==> config.mk <==
export PLATFORM = sky130hd
export DESIGN_NAME = lzdht_ram
export DESIGN_NICKNAME = d
export VERILOG_FILES = /design/src/lzdht_ram.sv
export SDC_FILE = /design/constraint.sdc
export NUM_CORES = 1
export LEC_CHECK = 0
export ABC_AREA = 1
export BUFFER_PORTS_ARGS = -buffer_cell sky130_fd_sc_hd__buf_2
export CAP_MARGIN = 30
export CORE_ASPECT_RATIO = 1.5
export CORE_MARGIN = 3
export CORE_UTILIZATION = 30
export DETAILED_ROUTE_END_ITERATION = 16
export HOLD_SLACK_MARGIN = 0.05
export SLEW_MARGIN = 20
export SYNTH_ARGS = -nofsm -noshare
export SYNTH_HDL_FRONTEND = slang
export SYNTH_SLANG_ARGS = --single-unit
==> constraint.sdc <==
create_clock -name clk -period 1.5 [get_ports clk]
set_input_delay 0.3 -clock clk [delete_from_list [all_inputs] [get_ports clk]]
set_output_delay 0.3 -clock clk [all_outputs]
set_load 0.02 [all_outputs]
==> src/lzdht_ram.sv <==
`default_nettype none
module lzdht_ram #(
  parameter int unsigned WIDTH = 8,
  parameter int unsigned DEPTH = 16,
  localparam int unsigned AW = (DEPTH > 1) ? $clog2(DEPTH) : 1
) (
  input  wire logic                 clk,
  input  wire logic                 we,
  input  wire logic [AW-1:0]        waddr,
  input  wire logic [WIDTH-1:0]     wdata,
  input  wire logic [AW-1:0]        raddr,
  output logic      [WIDTH-1:0]     rdata
);

  logic [WIDTH-1:0] mem [DEPTH];

  always_ff @(posedge clk) begin
    if (we) begin
      mem[waddr] <= wdata;
    end
  end

  always_ff @(posedge clk) begin
    rdata <= mem[raddr];
  end

endmodule
`default_nettype wire

==> Yosys cells after proc, flatten, opt, wreduce, memory -nomap -nowiden <==
Memories as Yosys holds them, arrays and structs flattened. A register that Yosys moved wholly into a read port is not among the register bits.
Cells that the tools add are included.
{ "word_totals": {"ff_bits": 0, "ramBits": 128, "in_bits": 18, "elab_cells": 3, "n_memories": 1} }
{ "op_classes": {"n_mux": 2} }
{ "memory_table": {"columns": ["name", "depth", "word_bits", "read_ports", "rd_ports_with_merged_regs", "wr", "line", "text"], "rows": [
  ["mem", 16, 8, 1, 1, 1, "15", "logic [WIDTH-1:0] mem [DEPTH];"]
]} }
{ "op_table": {"columns": ["operator", "n"], "rows": [
  ["$mux W1", 2]
]} }

==> Longest topological paths before layout <==
{ "logic_depth": {"ltp_word": 2, "ltp_mapped": 8, "mapped_depth_nobuf": 7} }

==> Worst setup path before layout <==
No wires, ideal clock.
{ "synth_timing": {"path_kind": "input -> register", "from": "in waddr[2]", "to": "mem mem[10][0], enable pin", "setup_time_ns": 0.370, "arrival_time_ns": 0.881, "required_ns": 1.130, "slack_ns": 0.249, "stages": 2, "path_cell_list": "nand3b_1 nor2_1"} }
{ "synth_lines": {"columns": ["item", "line", "text"], "rows": [
  ["start, declared", "9", "input wire logic [AW-1:0] waddr,"],
  ["end, declared", "15", null]
]} }
No word-level cell before the write port.

==> Worst setup path in the final report <==
{ "layout_timing": {"from": "reg rdata[2], read port of mem", "to": "out rdata[2]"} }
{ "layout_lines": {"columns": ["item", "line", "text"], "rows": [
  ["start, declared", "12", "output logic [WIDTH-1:0] rdata"]
]} }
No word-level cell between the ends.

==> tab_implementation.tex <==
\begin{tabular}{lr}
\hline
Metric & Value \\
\hline
\multicolumn{2}{l}{\textbf{Synth}} \\
Proportion of synthesized chip area in sequential cells & 69.4\% \\
Number of enable flip-flop cells after synthesis & around 130 \\
Area share of the leading cell type in the synthesized netlist & 66.7\% \\
Mapped Avg Cell Area & roughly 10 sq um \\
Async set-or-reset flop fraction in the synthesized netlist & 0\% \\
Count of unique library cells instantiated by Yosys & 12 \\
Most instantiated cells after synthesis & sky130\_fd\_sc\_hd\_\_nand2\_1 (173), sky130\_fd\_sc\_hd\_\_edfxtp\_1 (128), sky130\_fd\_sc\_hd\_\_inv\_1 (100), sky130\_fd\_sc\_hd\_\_nand3\_1 (97), sky130\_fd\_sc\_hd\_\_nor2\_1 (17) \\
Leading area contributor after synthesis & sky130\_fd\_sc\_hd\_\_edfxtp\_1 \\
Most numerous cell in the Yosys netlist & sky130\_fd\_sc\_hd\_\_nand2\_1 \\
Area contributors post-synth & sky130\_fd\_sc\_hd\_\_edfxtp\_1 (67\%), sky130\_fd\_sc\_hd\_\_nand2\_1 (11\%), sky130\_fd\_sc\_hd\_\_nand3\_1 (8.4\%), sky130\_fd\_sc\_hd\_\_inv\_1 (6.5\%), sky130\_fd\_sc\_hd\_\_dfxtp\_1 (2.8\%) \\
Primary flip-flop cell chosen by synthesis mapping & sky130\_fd\_sc\_hd\_\_edfxtp\_1 \\
Flop and latch count out of synthesis & 136 \\
Count of warnings emitted by yosys & 0 \\
Number of nets in the synthesized netlist & $\sim$570 \\
Synthesized instance count & around 550 \\
Netlist area before placement & 5770 sq um \\
\multicolumn{2}{l}{\textbf{Placement}} \\
HPWL after DPL & approximately 8.7 mm \\
RD Place Congestion & 0.804 \\
IO Port Bufs & 25 \\
\multicolumn{2}{l}{\textbf{Worst setup path}} \\
Category of cells accounting for the largest share of critical-path delay & flip-flops \\
Worst Path Class, Setup & register to primary output \\
Cell depth of the worst flop-to-flop path & 6 \\
Cell type of the slowest stage on the worst timing path & sky130\_fd\_sc\_hd\_\_dfxtp\_1 \\
List of cells traversed by the critical path & buf\_2 \\
Critical path startpoint category & register \\
Number of buffers and inverters on the critical path & 1 \\
Critical Path AT & 1000 ps \\
Critical Path Fanout Max & 1 \\
Max stage delay on crit path & around 400 ps \\
Levels on crit path & 1 \\
Critical path endpoint category & primary output \\
Required time reported for the critical path endpoint & 1200 ps \\
\multicolumn{2}{l}{\textbf{Hold path}} \\
Kind of path behind the tightest hold check & input pin to register \\
Hold Path Depth & 1 \\
\multicolumn{2}{l}{\textbf{Routing}} \\
DRC violations left & 0 \\
Routed wire length & 13.1 mm \\
Number of iterations in the first detailed-routing pass & 5 \\
Count of nets left with antenna violations after detail routing & 0 \\
Detail-routed via count per cell & between 4 and 5 \\
Starting DRC count in detailed routing & about 200 \\
Avg WL per Cell & 15.2 um \\
Vias after detailed routing & 3688 \\
\multicolumn{2}{l}{\textbf{Die}} \\
Area of the core region & approximately 19000 sq um \\
Count of pins on the block boundary & 26 \\
Number of placement rows & slightly above 60 \\
Effective utilization at floorplan & between 30\% and 40\% \\
Width of the die & about 120 um \\
Die Footprint & between 20000 and 25000 sq um \\
Vertical die dimension & 176 um \\
\multicolumn{2}{l}{\textbf{GRT}} \\
Number of global-route vias before repair & 3631 \\
First-pass GRT wire length & about 20 mm \\
Largest net degree at the start of global routing & 65 \\
Total global routing overflow & 0 \\
Overall fraction of global-route tracks in use & approximately an eighth \\
Antenna violations before repair & 0 \\
\multicolumn{2}{l}{\textbf{STA}} \\
Setup Skew & 9.37 ps \\
Max transition margin & between 50\% and 60\% \\
Final-report max-slew violation count & 0 \\
Transition time at the pin with the least slew margin & 628 ps \\
Final Cycle Share & a little under 90\% \\
Setup TNS & 0 ps \\
Setup violators final & 0 \\
Time the final worst path needs with I/O delays and setup & between 1000 and 1500 ps \\
RSZ-0062 raised after global routing & no \\
Final number of hold-violating endpoints & 0 \\
F\_max & 767 MHz \\
\multicolumn{2}{l}{\textbf{Cells and area}} \\
Filler cell count in the final layout & 1808 \\
Area overhead of the layout relative to synthesis & 18.2\% \\
Diodes inserted & 0 \\
Final Core Density & 36.4\% \\
Number of nets in the finished design & between 600 and 700 \\
Layout cells sized above 1 & between 10\% and 20\% \\
\multicolumn{2}{l}{\textbf{Clocking}} \\
Count of H-tree levels built during CTS & 4 \\
Hold buffers post-CTS & 0 \\
CTS Buf Count & 17 \\
Clock Sinks & around 140 \\
Clock insertion delay at the later pin of the skew report & between 400 and 500 ps \\
Post-CTS resize count & 0 \\
Number of setup buffers added after CTS & 0 \\
CTS Root Cell & sky130\_fd\_sc\_hd\_\_clkbuf\_16 \\
Clock slew seen by the registers of the worst setup and hold paths & 60 ps \\
CTS tree & done \\
Clock Tree Buf Depth & 2 \\
\multicolumn{2}{l}{\textbf{Power}} \\
Static leakage power & a little under 3 nW \\
Peak VDD IR & 0.693 mV \\
Power density over the cells & between 1000 and 1500 nW/um\^{}2 \\
\multicolumn{2}{l}{\textbf{Status}} \\
Result of the run & finished, final reports clean \\
\multicolumn{2}{l}{\textbf{Run}} \\
Max capacitance violation total & 0 \\
\hline
\end{tabular}
cell families after synthesis:
group	Yosys count	share of synthesized area, %
buffers and inverters	126	9.52
flip-flops	136	69.4
AND/OR/NAND/NOR	289	21.0
cell usage in the layout (no fill, tap or decap), drive strengths merged:
| cell type | Yosys | layout |
|---|---|---|
| buf | 24 | 50 |
| edfxtp | 128 | 128 |
| nor2 | 17 | 17 |
| clkinvlp | 0 | 3 |
| inv | 102 | 103 |
| nand2 | 173 | 173 |
| nand3b | 2 | 2 |
| bufinv | 0 | 1 |
| dfxtp | 8 | 8 |
| nand3 | 97 | 97 |
| clkbuf | 0 | 18 |
| clkinv | 0 | 8 |
where the power goes:
group | internal [mW] | switching [mW]
Sequential | 4.25 | 0.0328
Clock | 2.25 | 1.49
Combinational | 0.169 | 0.379
Total | 6.67 | 1.90
registers in the layout, indices dropped and copies added (netlist names):
signal and flops:
rdata 8, mem 128
path summary, 6_finish.rpt:
path | startpoint | to | slack (ps)
worst max-delay path | rdata[2]$_DFF_P_ | rdata[2] | 200
worst min-delay path | wdata[3] | mem[11][3]$_DFFE_PP_ | 280
worst max register to register | mem[6][6]$_DFFE_PP_ | rdata[6]$_DFF_P_ | 540
worst min register to register | mem[11][6]$_DFFE_PP_ | rdata[6]$_DFF_P_ | 660
routing by layer:
metal / global-route usage, % / wire length (um) / up-vias
met5: 0 / 0 / -
met4: 5.36 / 297 / 0
met3: 2.77 / 567 / 24
met2: 24.2 / 7190 / 96
met1: 14.0 / 5030 / 1705
li1: - / - / 1863
through the flow:
stage / setup slack, ps / power (mW) / instance area [sq um] / hold slack, ps / cells
global route: 163 / 8.84 / 6820 / 289 / 860
CTS: 143 / 8.63 / 6820 / 285 / 860
detailed placement: 75.5 / 4.92 / 6280 / 649 / 829
floorplan: 249 / 4.68 / 5770 / 399 / 551
global placement: 92.4 / 4.92 / 6280 / 644 / 829
finish: 196 / 8.57 / 6820 / 282 / 860
layout make-up:
type / count / area (sq um) / share of cell area, %
Sequential cell: 136 / 4000 / 58.7
Multi-Input combinational cell: 289 / 1210 / 17.8
Clock inverter: 13 / 108 / 1.58
Inverter: 102 / 383 / 5.62
Tap cell: 252 / 315 / 4.63
Clock buffer: 18 / 429 / 6.30
Timing Repair Buffer: 50 / 363 / 5.32
Note: power is estimated with default switching activity, not from simulation.
