===== src/lzdht_pkg.sv =====
`default_nettype none
package lzdht_pkg;

  localparam int unsigned BUCKETS_DEFAULT    = 4096;
  localparam int unsigned POOL_NODES_DEFAULT = 4096;

  localparam int unsigned SYMBOL_W = 8;
  localparam int unsigned CODE_W   = 16;
  localparam int unsigned KEY_W    = 16;
  localparam int unsigned COUNT_W  = 13;
  localparam int unsigned STATUS_W = 3;
  localparam int unsigned STEP_W   = $clog2(KEY_W);

  localparam logic [COUNT_W-1:0] BUCKET_COUNT_RESET = 13'd4096;

  localparam logic FUNC_LOOKUP = 1'b0;
  localparam logic FUNC_INSERT = 1'b1;

  localparam logic [STATUS_W-1:0] STATUS_FOUND     = 3'd0;
  localparam logic [STATUS_W-1:0] STATUS_NOT_FOUND = 3'd1;
  localparam logic [STATUS_W-1:0] STATUS_INSERTED  = 3'd2;
  localparam logic [STATUS_W-1:0] STATUS_PRESENT   = 3'd3;
  localparam logic [STATUS_W-1:0] STATUS_FULL      = 3'd4;

  typedef enum logic [2:0] {
    ST_CLEAR,
    ST_IDLE,
    ST_HASH,
    ST_HEAD,
    ST_WALK,
    ST_DONE
  } state_t;

endpackage
`default_nettype wire


===== src/lzdht_mod_unit.sv =====
`default_nettype none
// Restoring remainder, one key bit per cycle.
module lzdht_mod_unit (
  input  wire logic                              clk,
  input  wire logic                              rst,
  input  wire logic                              start,
  input  wire logic [lzdht_pkg::KEY_W-1:0]       key,
  input  wire logic [lzdht_pkg::COUNT_W-1:0]     divisor,
  output logic                                   done,
  output logic      [lzdht_pkg::COUNT_W-1:0]     rem
);

  logic                                busy;
  logic [lzdht_pkg::STEP_W-1:0]        step;
  logic [lzdht_pkg::KEY_W-1:0]         key_q;
  logic [lzdht_pkg::COUNT_W-1:0]       div_q;
  logic [lzdht_pkg::COUNT_W:0]         trial;

  assign trial = {rem, key_q[lzdht_pkg::KEY_W-1]};

  always_ff @(posedge clk) begin
    if (rst) begin
      busy <= 1'b0;
      done <= 1'b0;
      step <= '0;
    end else begin
      done <= 1'b0;
      if (start) begin
        busy <= 1'b1;
        step <= '1;
      end else if (busy) begin
        step <= step - 1'b1;
        if (step == '0) begin
          busy <= 1'b0;
          done <= 1'b1;
        end
      end
    end
  end

  always_ff @(posedge clk) begin
    if (start) begin
      rem   <= '0;
      key_q <= key;
      div_q <= divisor;
    end else if (busy) begin
      key_q <= key_q << 1;
      if (trial >= {1'b0, div_q}) begin
        rem <= lzdht_pkg::COUNT_W'(trial - {1'b0, div_q});
      end else begin
        rem <= lzdht_pkg::COUNT_W'(trial);
      end
    end
  end

endmodule
`default_nettype wire


===== config.mk =====
export PLATFORM = sky130hd
export DESIGN_NAME = lzdht_mod_unit
export DESIGN_NICKNAME = d
export VERILOG_FILES = /design/src/lzdht_pkg.sv /design/src/lzdht_mod_unit.sv
export SDC_FILE = /design/constraint.sdc
export NUM_CORES = 1
export LEC_CHECK = 0
export BUFFER_PORTS_ARGS = -buffer_cell sky130_fd_sc_hd__buf_4
export CAP_MARGIN = 10
export CORE_ASPECT_RATIO = 0.7
export CORE_MARGIN = 10
export CORE_UTILIZATION = 56
export CTS_CLUSTER_DIAMETER = 120
export DETAILED_ROUTE_END_ITERATION = 16
export HOLD_SLACK_MARGIN = 0.06
export PLACE_DENSITY = 0.8
export SLEW_MARGIN = 10
export SYNTH_ARGS = -nofsm -noshare
export SYNTH_HDL_FRONTEND = slang
export SYNTH_SLANG_ARGS = --single-unit

===== constraint.sdc =====
create_clock -name clk -period 4.5 [get_ports clk]
set_input_delay 0.225 -clock clk [delete_from_list [all_inputs] [get_ports clk]]
set_output_delay 0.225 -clock clk [all_outputs]
set_load 0.005 [all_outputs]

# Yosys cells after proc, flatten, opt, wreduce, memory -nomap -nowiden
# Index checks and enable logic that the tools add are counted.
[totals]
in_bits = 32
ff_bits = 48
word_cells = 22
output_inout_bits = 14
[op_classes]
n_reduce_logical = 3
bitwise = 1
addsub = 2
n_lt_le_gt_ge = 1
n_mux = 9
[op_table]
columns = ["operator", "n"]
rows = [
  ["16-bit 2-to-1 mux", 2],
  ["14-bit by 13-bit >= comparator with 1-bit output", 1],
  ["13-bit 2-to-1 mux", 1],
  ["13-bit subtractor", 1],
  ["4-bit 2-to-1 mux", 2],
  ["4-bit logical NOT", 1],
  ["1-bit 2-to-1 mux", 4],
  ["4-bit by 1-bit subtractor with 4-bit output (second input constant)", 1],
  ["3-bit OR reduction", 1],
  ["2-bit nonzero test", 1],
  ["1-bit inverter", 1],
]

# Depth between registers and ports, before layout
# Gate-level depths: netlist of run 1.
[logic_depth]
depth_word = 4
depth_mapped = 11
ltp_nobuf = 10

# Worst setup path before layout of run 1
# No wires, ideal clock.
[synth_path]
path_type = "reg-to-reg"
start = "register key_q[15] (netlist bit)"
end = "register rem[0] (netlist bit)"
required_time_ps = 4421
t_arrival_ps = 2217
setup_ps = 79
slack_ps = 2204
period_less_slack_ps = 2296
path_stages_with_launch = 11
path_buffers = 0
cell_sequence = "edfxtp_1 -> inv_1 -> ha_1 -> fa_1 -> nor2b_1 -> o2111ai_2 -> a21oi_2 -> o31ai_4 -> nand2_4 -> mux2_4 -> a211oi_2"
[synth_between]
elab_chain_cells = 2
elab_cells_between_ends = 3
cone_classes = "1 x add/sub; 1 x order compare; 1 x mux"
[synth_lines]
columns = ["item", "line_no", "rtl"]
rows = [
  ["start, declared", "lzdht_mod_unit.sv:15", "logic [lzdht_pkg::KEY_W-1:0] key_q;"],
  ["start signal, assigned", "lzdht_mod_unit.sv:44", "key_q <= key;"],
  ["start signal, assigned", "lzdht_mod_unit.sv:47", "key_q <= key_q << 1;"],
  ["13-bit subtractor or 14-bit by 13-bit >= comparator with 1-bit output (tied branches)", "lzdht_mod_unit.sv:49, lzdht_mod_unit.sv:48", ""],
  ["13-bit 2-to-1 mux (*)", "lzdht_mod_unit.sv:48", "if (trial >= {1'b0, div_q}) begin"],
  ["end signal, assigned", "lzdht_mod_unit.sv:49", "rem <= lzdht_pkg::COUNT_W'(trial - {1'b0, div_q});"],
  ["end signal, assigned", "lzdht_mod_unit.sv:51", "rem <= lzdht_pkg::COUNT_W'(trial);"],
  ["end, declared", "lzdht_mod_unit.sv:10", "output logic [lzdht_pkg::COUNT_W-1:0] rem"],
]
# Mark *: on every way between the ends. The rest lies on a longest branch, timed or not.
# A chain may end at the register's enable or synchronous reset.

# Final worst setup path of run 1
[layout_path]
start = "register div_q[0] (netlist bit)"
end = "register rem[0] (netlist bit)"
[layout_between]
elab_chain_cells = 2
elab_cells_between_ends = 3
cone_classes = "1 x add/sub; 1 x order compare; 1 x mux"
[layout_lines]
columns = ["item", "line_no", "rtl"]
rows = [
  ["start, declared", "lzdht_mod_unit.sv:16", "logic [lzdht_pkg::COUNT_W-1:0] div_q;"],
  ["start signal, assigned", "lzdht_mod_unit.sv:45", "div_q <= divisor;"],
  ["13-bit subtractor or 14-bit by 13-bit >= comparator with 1-bit output (tied branches)", "lzdht_mod_unit.sv:49, lzdht_mod_unit.sv:48", ""],
  ["13-bit 2-to-1 mux (*)", "lzdht_mod_unit.sv:48", ""],
]
# Marked as above.

==> results of run 1 <==
[flip-flops by register name, indices dropped and copies added (netlist names)]
signal and flops:
rem 13, div_q 13, key_q 16, done 1, step 4, busy 1
[worst register-to-register path, delay by kind of cell, from the launching register on]
| family | cells | cell delay (ps) |
|---|---|---|
| multiplexers | 1 | 330 |
| flip-flops | 1 | 380 |
| AO/OA/AOI/OAI | 4 | 720 |
| adder cells (fa/ha/maj) | 2 | 630 |
| AND/OR/NAND/NOR | 2 | 430 |
[logic make-up after synthesis]
family	Yosys count	share of synthesized area [%]
AO/OA/AOI/OAI	50	14.7
XOR/XNOR	11	3.77
adder cells (fa/ha/maj)	15	7.64
buffers and inverters	27	4.26
flip-flops	48	49.0
multiplexers	21	9.16
AND/OR/NAND/NOR	57	11.5
[area by class of cell]
cell class | instances | share of cell area [%]
clock buffers | 7 | 2.54
well taps | 55 | 2.29
inverters | 19 | 2.37
clock inverters | 1 | 0.125
repair buffers | 46 | 11.5
flip-flops and latches | 48 | 41.6
multi-input cells | 154 | 39.7
[synthesized netlist by cell type (all sizes together), types with 6 or more instances]
cell type	number
nor2	16
xnor2	8
clkbuf	7
edfxtp	29
inv	19
o21ai	6
a21oi	13
dfxtp	19
nand2	13
ha	14
mux2	16
nand3	6
a211oi	9
[final timing paths]
kind / depth (start not counted) / slack (ps) / endpoint / start
max reg2reg: 9 / 1920 / rem[0] / div_q[0]
min: 1 / 90 / div_q[2] / divisor[2]
min reg2reg: 2 / 520 / rem[4] / rem[4]
max: 9 / 1920 / rem[0] / div_q[0]
[report_power, final]
part	total, mW	switching, mW	internal, mW
combinational	0.279	0.146	0.132
clock	0.243	0.135	0.108
sequential	0.535	0.0240	0.511
total	1.06	0.306	0.752
[through the flow]
stage               hold slack, ps  std cells
floorplan                      294        229
global placement               403        322
detailed placement             404        322
CTS                           89.3        330
global route                  82.3        330
finish                        92.0        330
[layer usage]
metal | share of wire [%] | up-vias | global-route usage [%]
met1 | 50 | 841 | 19.6
met5 | 0 | - | 0
li1 | - | 928 | -
met2 | 43 | 56 | 19.6
met3 | 5.8 | 7 | 4.89
met4 | 0.98 | 0 | 3.80
[placed cells by master, fill, tap and decap left out, drive strengths merged, types with 7 or more instances in the layout]
cell type  count
inv           19
a211oi         9
nor2          16
dfxtp         19
a21oi         13
xnor2          8
buf           46
ha            14
mux2          16
clkbuf         7
nand2         13
edfxtp        29
==> out/metrics.cfg, run 1 <==
[status]
status=finished, final reports clean

[yosys]
synthArstFlopShare_pct=0
synth-seq-cells=48
synth.distinct_cells=49
yosys_warnings=0
synth_area_um2=2550
ys_seq_area_share_pct=49.0
synth_area_leader_cell=edfxtp_1
ys_top_cells_by_area=edfxtp_1 (34%), dfxtp_1 (15%), ha_1 (6.9%), mux2_2 (6.6%), inv_1 (2.8%)
synthFlopType=edfxtp_1
synth_cells=229
syn_nets=276
synth_top_area_share_pct=34.1
synth-edff-count=29
syn_area_per_cell_um2=11.2

[critical_path]
critPathKind=flop to flop
worstPathArrival_ps=2800
crit_buf_inv=0
cp.required_ps=4720
cpPeakStageDelay_ps=410
crit_chain=ha_1 > fa_1 > nor2b_1 > o2111ai_2 > a21oi_2 > o31ai_4 > nand2_4 > mux2_4 > a211oi_2
worstSetupEndpointType=flop
cpLargestDelayFamily=compound AO/OA/AOI/OAI gates
path_max_fanout=15
critPathSlowestCell=fa_1
start_kind=flop

[drt]
vias_per_cell=5.55
drtIter0Drc=132
dr.pass1.iters=4
drt-total-wl_mm=5.30
drc=0
wl_per_cell_um=16.1
antenna_left=0
num_vias=1832

[die]
die_area_um2=7700
initial_core_util_pct=58.3
io_pins=46
core_um2=4380
die_y_um=76.5
rows=20
die_w_um=101

[cells_and_area]
fin_util_pct=68.7
seqCellArea_um2=1250
antenna_cells=0
multi_input_area_um2=1190
fill_cells=335
nets=321
final_cell_area_um2=3010
area_growth_pct=17.9
final_layout_size_suffix_gt1_share_pct=27.3

[power]
p_per_area_nw_per_um2=351
peakVddDrop_v=0.000238
p_leak_nw=1.24
power_mw=1.06

[sta]
finalWorstSetupSlack_ps=1920
clock_skew_ps=4.87
rsz0062_at_grt=false
finalCriticalPeriod_ps=2580
hold_viol_final=0
setup_violations=0
worst_pin_slew_ps=662
slew_headroom_pct=55.8
timing.final.crit_share_pct=57.3
fin_tns_setup_ps=0
clock.fmax_ghz=0.388
slew_viol_final=0

[placed_design]
pre_cts_slack_ps=1960
place_hpwl_mm=3.91
portBuffers=45
gp_congestion=0.894
dpl_cell_area_um2=2930

[clocking]
clkSlewWorstSetupHoldPaths_ps=80
clk_latency_ps=300
root_buffer=clkbuf_8
cts_htree_levels=2
cts_hold_buf=0
clock-sinks=48
tritoncts=built
cts-buffers-inserted=5
cts.path.max_buffers=2
cts_resized=0
post_cts_buffers=0

[global_route]
grt_use_total_pct=14.0
grt_start_max_net_pins=48
antenna_found_initial=0
grt_pass1_vias=1822
grt_overflow=0
grt_pass1_wl_mm=8.91

[hold_path]
hold_path.class=input port to flop

[flow_run]
maxCapViolCount=0

(Power assumes the default switching activity.)
==> run 2, diff against run 1 <==
--- a/config.mk
+++ b/config.mk
@@ -9,11 +9,11 @@
 export CAP_MARGIN = 10
 export CORE_ASPECT_RATIO = 0.7
 export CORE_MARGIN = 10
-export CORE_UTILIZATION = 56
+export CORE_UTILIZATION = 55
 export CTS_CLUSTER_DIAMETER = 120
 export DETAILED_ROUTE_END_ITERATION = 16
 export HOLD_SLACK_MARGIN = 0.06
-export PLACE_DENSITY = 0.8
+export PLACE_DENSITY = 0.79
 export SLEW_MARGIN = 10
 export SYNTH_ARGS = -nofsm -noshare
 export SYNTH_HDL_FRONTEND = slang
==> constraint.sdc (replaced) <==
create_clock -name clk -period 2.45 [get_ports clk]
set_input_delay 0.1225 -clock clk [delete_from_list [all_inputs] [get_ports clk]]
set_output_delay 0.1225 -clock clk [all_outputs]
set_load 0.005 [all_outputs]
==> out/metrics.cfg, run 2 (synthesized netlist as in run 1, its figures left out) <==
[critical_path]
r2r-start=div_q[0]
critPathKind=flop to flop
r2r-end=rem[4]
cp.required_ps=2620
cpPeakStageDelay_ps=430
path_max_fanout=6
cpLargestDelayFamily=adder cells
worstSetupEndpointType=flop
crit_chain=ha_4 > fa_2 > nor2b_4 > o2111ai_4 > a21oi_4 > o31ai_4 > nand2_4 > buf_4 > mux2i_1 > a211oi_1
worstPathArrival_ps=2600
start_kind=flop
crit_buf_inv=1
worst-r2r-setup-slack_ps=20
ff2ff_path_depth=10
critPathSlowestCell=edfxtp_1

[drt]
vias_per_cell=5.52
drc=0
num_vias=1983
dr.pass1.iters=4
wl_per_cell_um=17.0
antenna_left=0
drtIter0Drc=191
drt-total-wl_mm=6.10

[power]
p_leak_nw=1.40
p_per_area_nw_per_um2=649
peakVddDrop_v=0.000465

[sta]
clock_skew_ps=3.49
setup_violations=0
whs_ps=115
worst_pin_slew_ps=696
slew_viol_final=0
timing.final.crit_share_pct=99.2
rsz0062_at_grt=true
slew_headroom_pct=53.5
finalCriticalPeriod_ps=2430
clock.fmax_ghz=0.411
hold_viol_final=0

[placed_design]
place_hpwl_mm=4.10
place_inst=331
gp_congestion=0.899
portBuffers=45

[clocking]
clkSlewWorstSetupHoldPaths_ps=90
root_buffer=clkbuf_8
clk_latency_ps=310
cts-buffers-inserted=5
cts.path.max_buffers=2
cts_htree_levels=2
tritoncts=built
clock-sinks=48

[cells_and_area]
reg.largest.list=key_q (16), div_q (13), rem (13)
final_cell_mix=buf_4 (60), edfxtp_1 (29), inv_1 (19), dfxtp_1 (19), nor2_1 (16)
largest-register=key_q
fin_util_pct=76.9
final_common_cell=buf_4
antenna_cells=0
largest_register_ffs=16
stdcell_count=359
area_growth_pct=32.6
final_layout_size_suffix_gt1_share_pct=33.9
nets=350

[die]
rows=20
die_y_um=77.0
die_w_um=101
initial_core_util_pct=58.0
die_area_um2=7810
core_um2=4400
io_pins=46

[global_route]
grt_pass1_wl_mm=9.43
grt_overflow=0
grt_use_total_pct=14.8
grt_pass1_vias=1950
grt_start_max_net_pins=47
antenna_found_initial=0

[hold_path]
holdPathEnd=key_q[12]
hold_path.class=input port to flop
worstHoldStart=key[12]
hold-path-cell-count=2

[flow_run]
maxCapViolCount=0

[status]
status=finished, final reports clean

==> run 2: cell types whose count changed in the layout (fill, tap and decap cells not counted), sizes merged <==
cell,before,now
clkbuf,7,6
dlygate4sd3,0,14
buf,46,61
bufinv,0,1
==> run 2: what timing repair did <==
action	in CTS	in global routing
resized for setup	2	16
hold buffers	14	0
buffers inserted	2	4
pin swaps	1	9
setup endpoints to repair	8	12
endpoints found under the hold margin	19	0
==> run 2: through the flow <==
stage	setup TNS, ps	worst slack [ps]	cell area (um2)	power, mW
floorplan	0	154	2550	1.35
global placement	0	55.5	3000	1.52
detailed placement	-169	-56.7	3000	1.54
CTS	0	3.55	3270	2.14
global route	-311	-67.7	3390	2.30
finish	0	19.1	3390	2.20
==> run 2: power by group <==
part           total [mW]  switching, mW  internal (mW)
clock network       0.572          0.269          0.303
logic               0.642          0.319          0.324
registers           0.983         0.0438          0.939
==> run 2: routing by layer <==
metal | up-vias | share of wire [%] | global-route usage (%)
li1 | 995 | - | -
met5 | - | 0 | 0
met1 | 925 | 47 | 20.7
met2 | 55 | 45 | 20.8
met4 | 0 | 1.2 | 4.17
met3 | 8 | 6.5 | 5.10
==> run 2: worst max-delay path by stage <==
| stage | from | to | slack [ps] | cells past startpoint |
|---|---|---|---|---|
| 6_report | div_q[0] | rem[4] | 20 | 10 |
| 5_1_grt | key_q[15] | rem[4] | -70 | 11 |
| 3_5_place_dp | div_q[0] | rem[9] | -60 | 10 |
| 3_3_place_gp | key_q[15] | rem[0] | 60 | 10 |
| 4_1_cts | key_q[15] | rem[7] | 4 | 11 |
| 2_1_floorplan | key_q[15] | rem[0] | 150 | 10 |
==> run 2: worst register-to-register path: stages (launching register included) <==
cell,delay (ps)
edfxtp_1,430
ha_4,190
fa_2,410
nor2b_4,170
o2111ai_4,170
a21oi_4,200
o31ai_4,110
nand2_4,130
buf_4,150
mux2i_1,230
a211oi_1,100
==> run 2: cell type report <==
type,count,area (um2)
multi-input cells,154,1280
flip-flops and latches,48,1250
fillers,271,1020
repair buffers,75,602
clock buffers,6,72.6
inverters,19,71.3
well taps,55,68.8
clock inverters,2,35.0
==> run 3, diff against run 2 <==
--- a/config.mk
+++ b/config.mk
@@ -13,6 +13,7 @@
 export CTS_CLUSTER_DIAMETER = 120
 export DETAILED_ROUTE_END_ITERATION = 16
 export HOLD_SLACK_MARGIN = 0.06
+export MAX_ROUTING_LAYER = met4
 export PLACE_DENSITY = 0.79
 export SLEW_MARGIN = 10
 export SYNTH_ARGS = -nofsm -noshare
==> out/metrics.cfg, run 3 (synthesized netlist as in run 1, its figures left out) <==
[status]
status=finished, final reports clean

[flow_run]
maxCapViolCount=0

[clocking]
cts.path.max_buffers=2
cts_htree_levels=2
root_buffer=clkbuf_8
cts-buffers-inserted=5
tritoncts=built
clock-sinks=48
clkSlewWorstSetupHoldPaths_ps=90
clk_latency_ps=310

[cells_and_area]
largest_register_ffs=16
final_common_cell=buf_4
antenna_cells=0
final_cell_area_um2=3390
reg.largest.list=key_q (16), div_q (13), rem (13)
largest-register=key_q
fin_util_pct=76.9
fill_cells=271
final_layout_size_suffix_gt1_share_pct=33.9
area_growth_pct=32.6
nets=350
final_cell_mix=buf_4 (60), edfxtp_1 (29), inv_1 (19), dfxtp_1 (19), nor2_1 (16)

[hold_path]
hold-path-cell-count=2
hold_path.class=input port to flop
worstHoldStart=key[12]
holdPathEnd=key_q[12]

[die]
die_area_um2=7810
rows=20
die_y_um=77.0
die_w_um=101
io_pins=46
initial_core_util_pct=58.0
core_um2=4400

[sta]
clock_skew_ps=4.36
slew_headroom_pct=53.9
timing.final.crit_share_pct=98.9
rsz0062_at_grt=true
clock.fmax_ghz=0.413
worst_pin_slew_ps=691
finalCriticalPeriod_ps=2420
slew_viol_final=0
setup_violations=0
hold_viol_final=0

[power]
peakVddDrop_v=0.000466
p_per_area_nw_per_um2=649
p_leak_nw=1.40
power_mw=2.20

[critical_path]
worstSetupEndpointType=flop
start_kind=flop
critPathKind=flop to flop
worstPathArrival_ps=2590
r2r-start=div_q[0]
worst-r2r-setup-slack_ps=30
cp.required_ps=2620
ff2ff_path_depth=10
path_max_fanout=6
r2r-end=rem[4]

[drt]
antenna_left=0
num_vias=1991
drtIter0Drc=167
drc=0
drt-total-wl_mm=6.10
wl_per_cell_um=17.0
vias_per_cell=5.55
dr.pass1.iters=4

[placed_design]
dpl_cell_area_um2=3000
place_hpwl_mm=4.10
gp_congestion=0.915
portBuffers=45

[global_route]
grt_use_total_pct=15.2
grt_overflow=0
antenna_found_initial=0
grt_start_max_net_pins=47
grt_pass1_vias=1950
grt_pass1_wl_mm=9.43

run 3: cell counts in the layout (fill, tap and decap cells not counted):
No cell type changed its count.
run 3: layout make-up:
cell class	count	area, um2	area share [%]
clock buffers	6	72.6	2.14
multi-input cells	154	1280	38.0
flip-flops and latches	48	1250	37.0
well taps	55	68.8	2.03
repair buffers	75	602	17.8
clock inverters	2	35.0	1.03
inverters	19	71.3	2.11
run 3: through the flow:
stage / TNS [ps] / worst slack (ps) / hold WS, ps / instances
after floorplan: 0 / 154 / 192 / 229
after global routing: -311 / -67.7 / 105 / 359
after CTS: 0 / 3.55 / 105 / 355
after detailed placement: -169 / -56.7 / 302 / 331
final: 0 / 27.0 / 114 / 359
after global placement: 0 / 55.5 / 301 / 331
run 3: worst max path at each step:
stage | start | end | slack, ps | cells after the start
2_1_floorplan | key_q[15] | rem[0] | 150 | 10
3_3_place_gp | key_q[15] | rem[0] | 60 | 10
3_5_place_dp | div_q[0] | rem[9] | -60 | 10
4_1_cts | key_q[15] | rem[7] | 4 | 11
5_1_grt | key_q[15] | rem[4] | -70 | 11
6_report | div_q[0] | rem[4] | 30 | 10
run 3: where the power goes:
group,total (mW),switching (mW),internal (mW)
clock network,0.573,0.270,0.303
logic,0.641,0.317,0.324
registers,0.983,0.0439,0.939
run 3: critical path, stage by stage, from the launching register on:
cell       delay [ps]
edfxtp_1          430
ha_4              190
fa_2              410
nor2b_4           170
o2111ai_4         170
a21oi_4           200
o31ai_4           110
nand2_4           130
buf_4             150
mux2i_1           220
a211oi_1          100
run 3: layer usage:
metal  global-route usage [%]  share of wire [%]  vias to the layer above  routed length [um]
met4                     4.17                1.2                        0                  75
met2                     20.8                 45                       60                2770
met5                        -                  0                        -                   0
met3                     4.30                6.2                        8                 379
li1                         -                  -                      997                   -
met1                     21.2                 47                      926                2870
run 3: repair_timing:
item                       in CTS  in global routing
setup buffers                   2                  4
hold buffers                   14                  0
hold endpoints to repair       19                  0
pin swaps                       1                  9
cloned                          0                  0
resized for setup               2                 16
setup endpoints to repair       8                 12
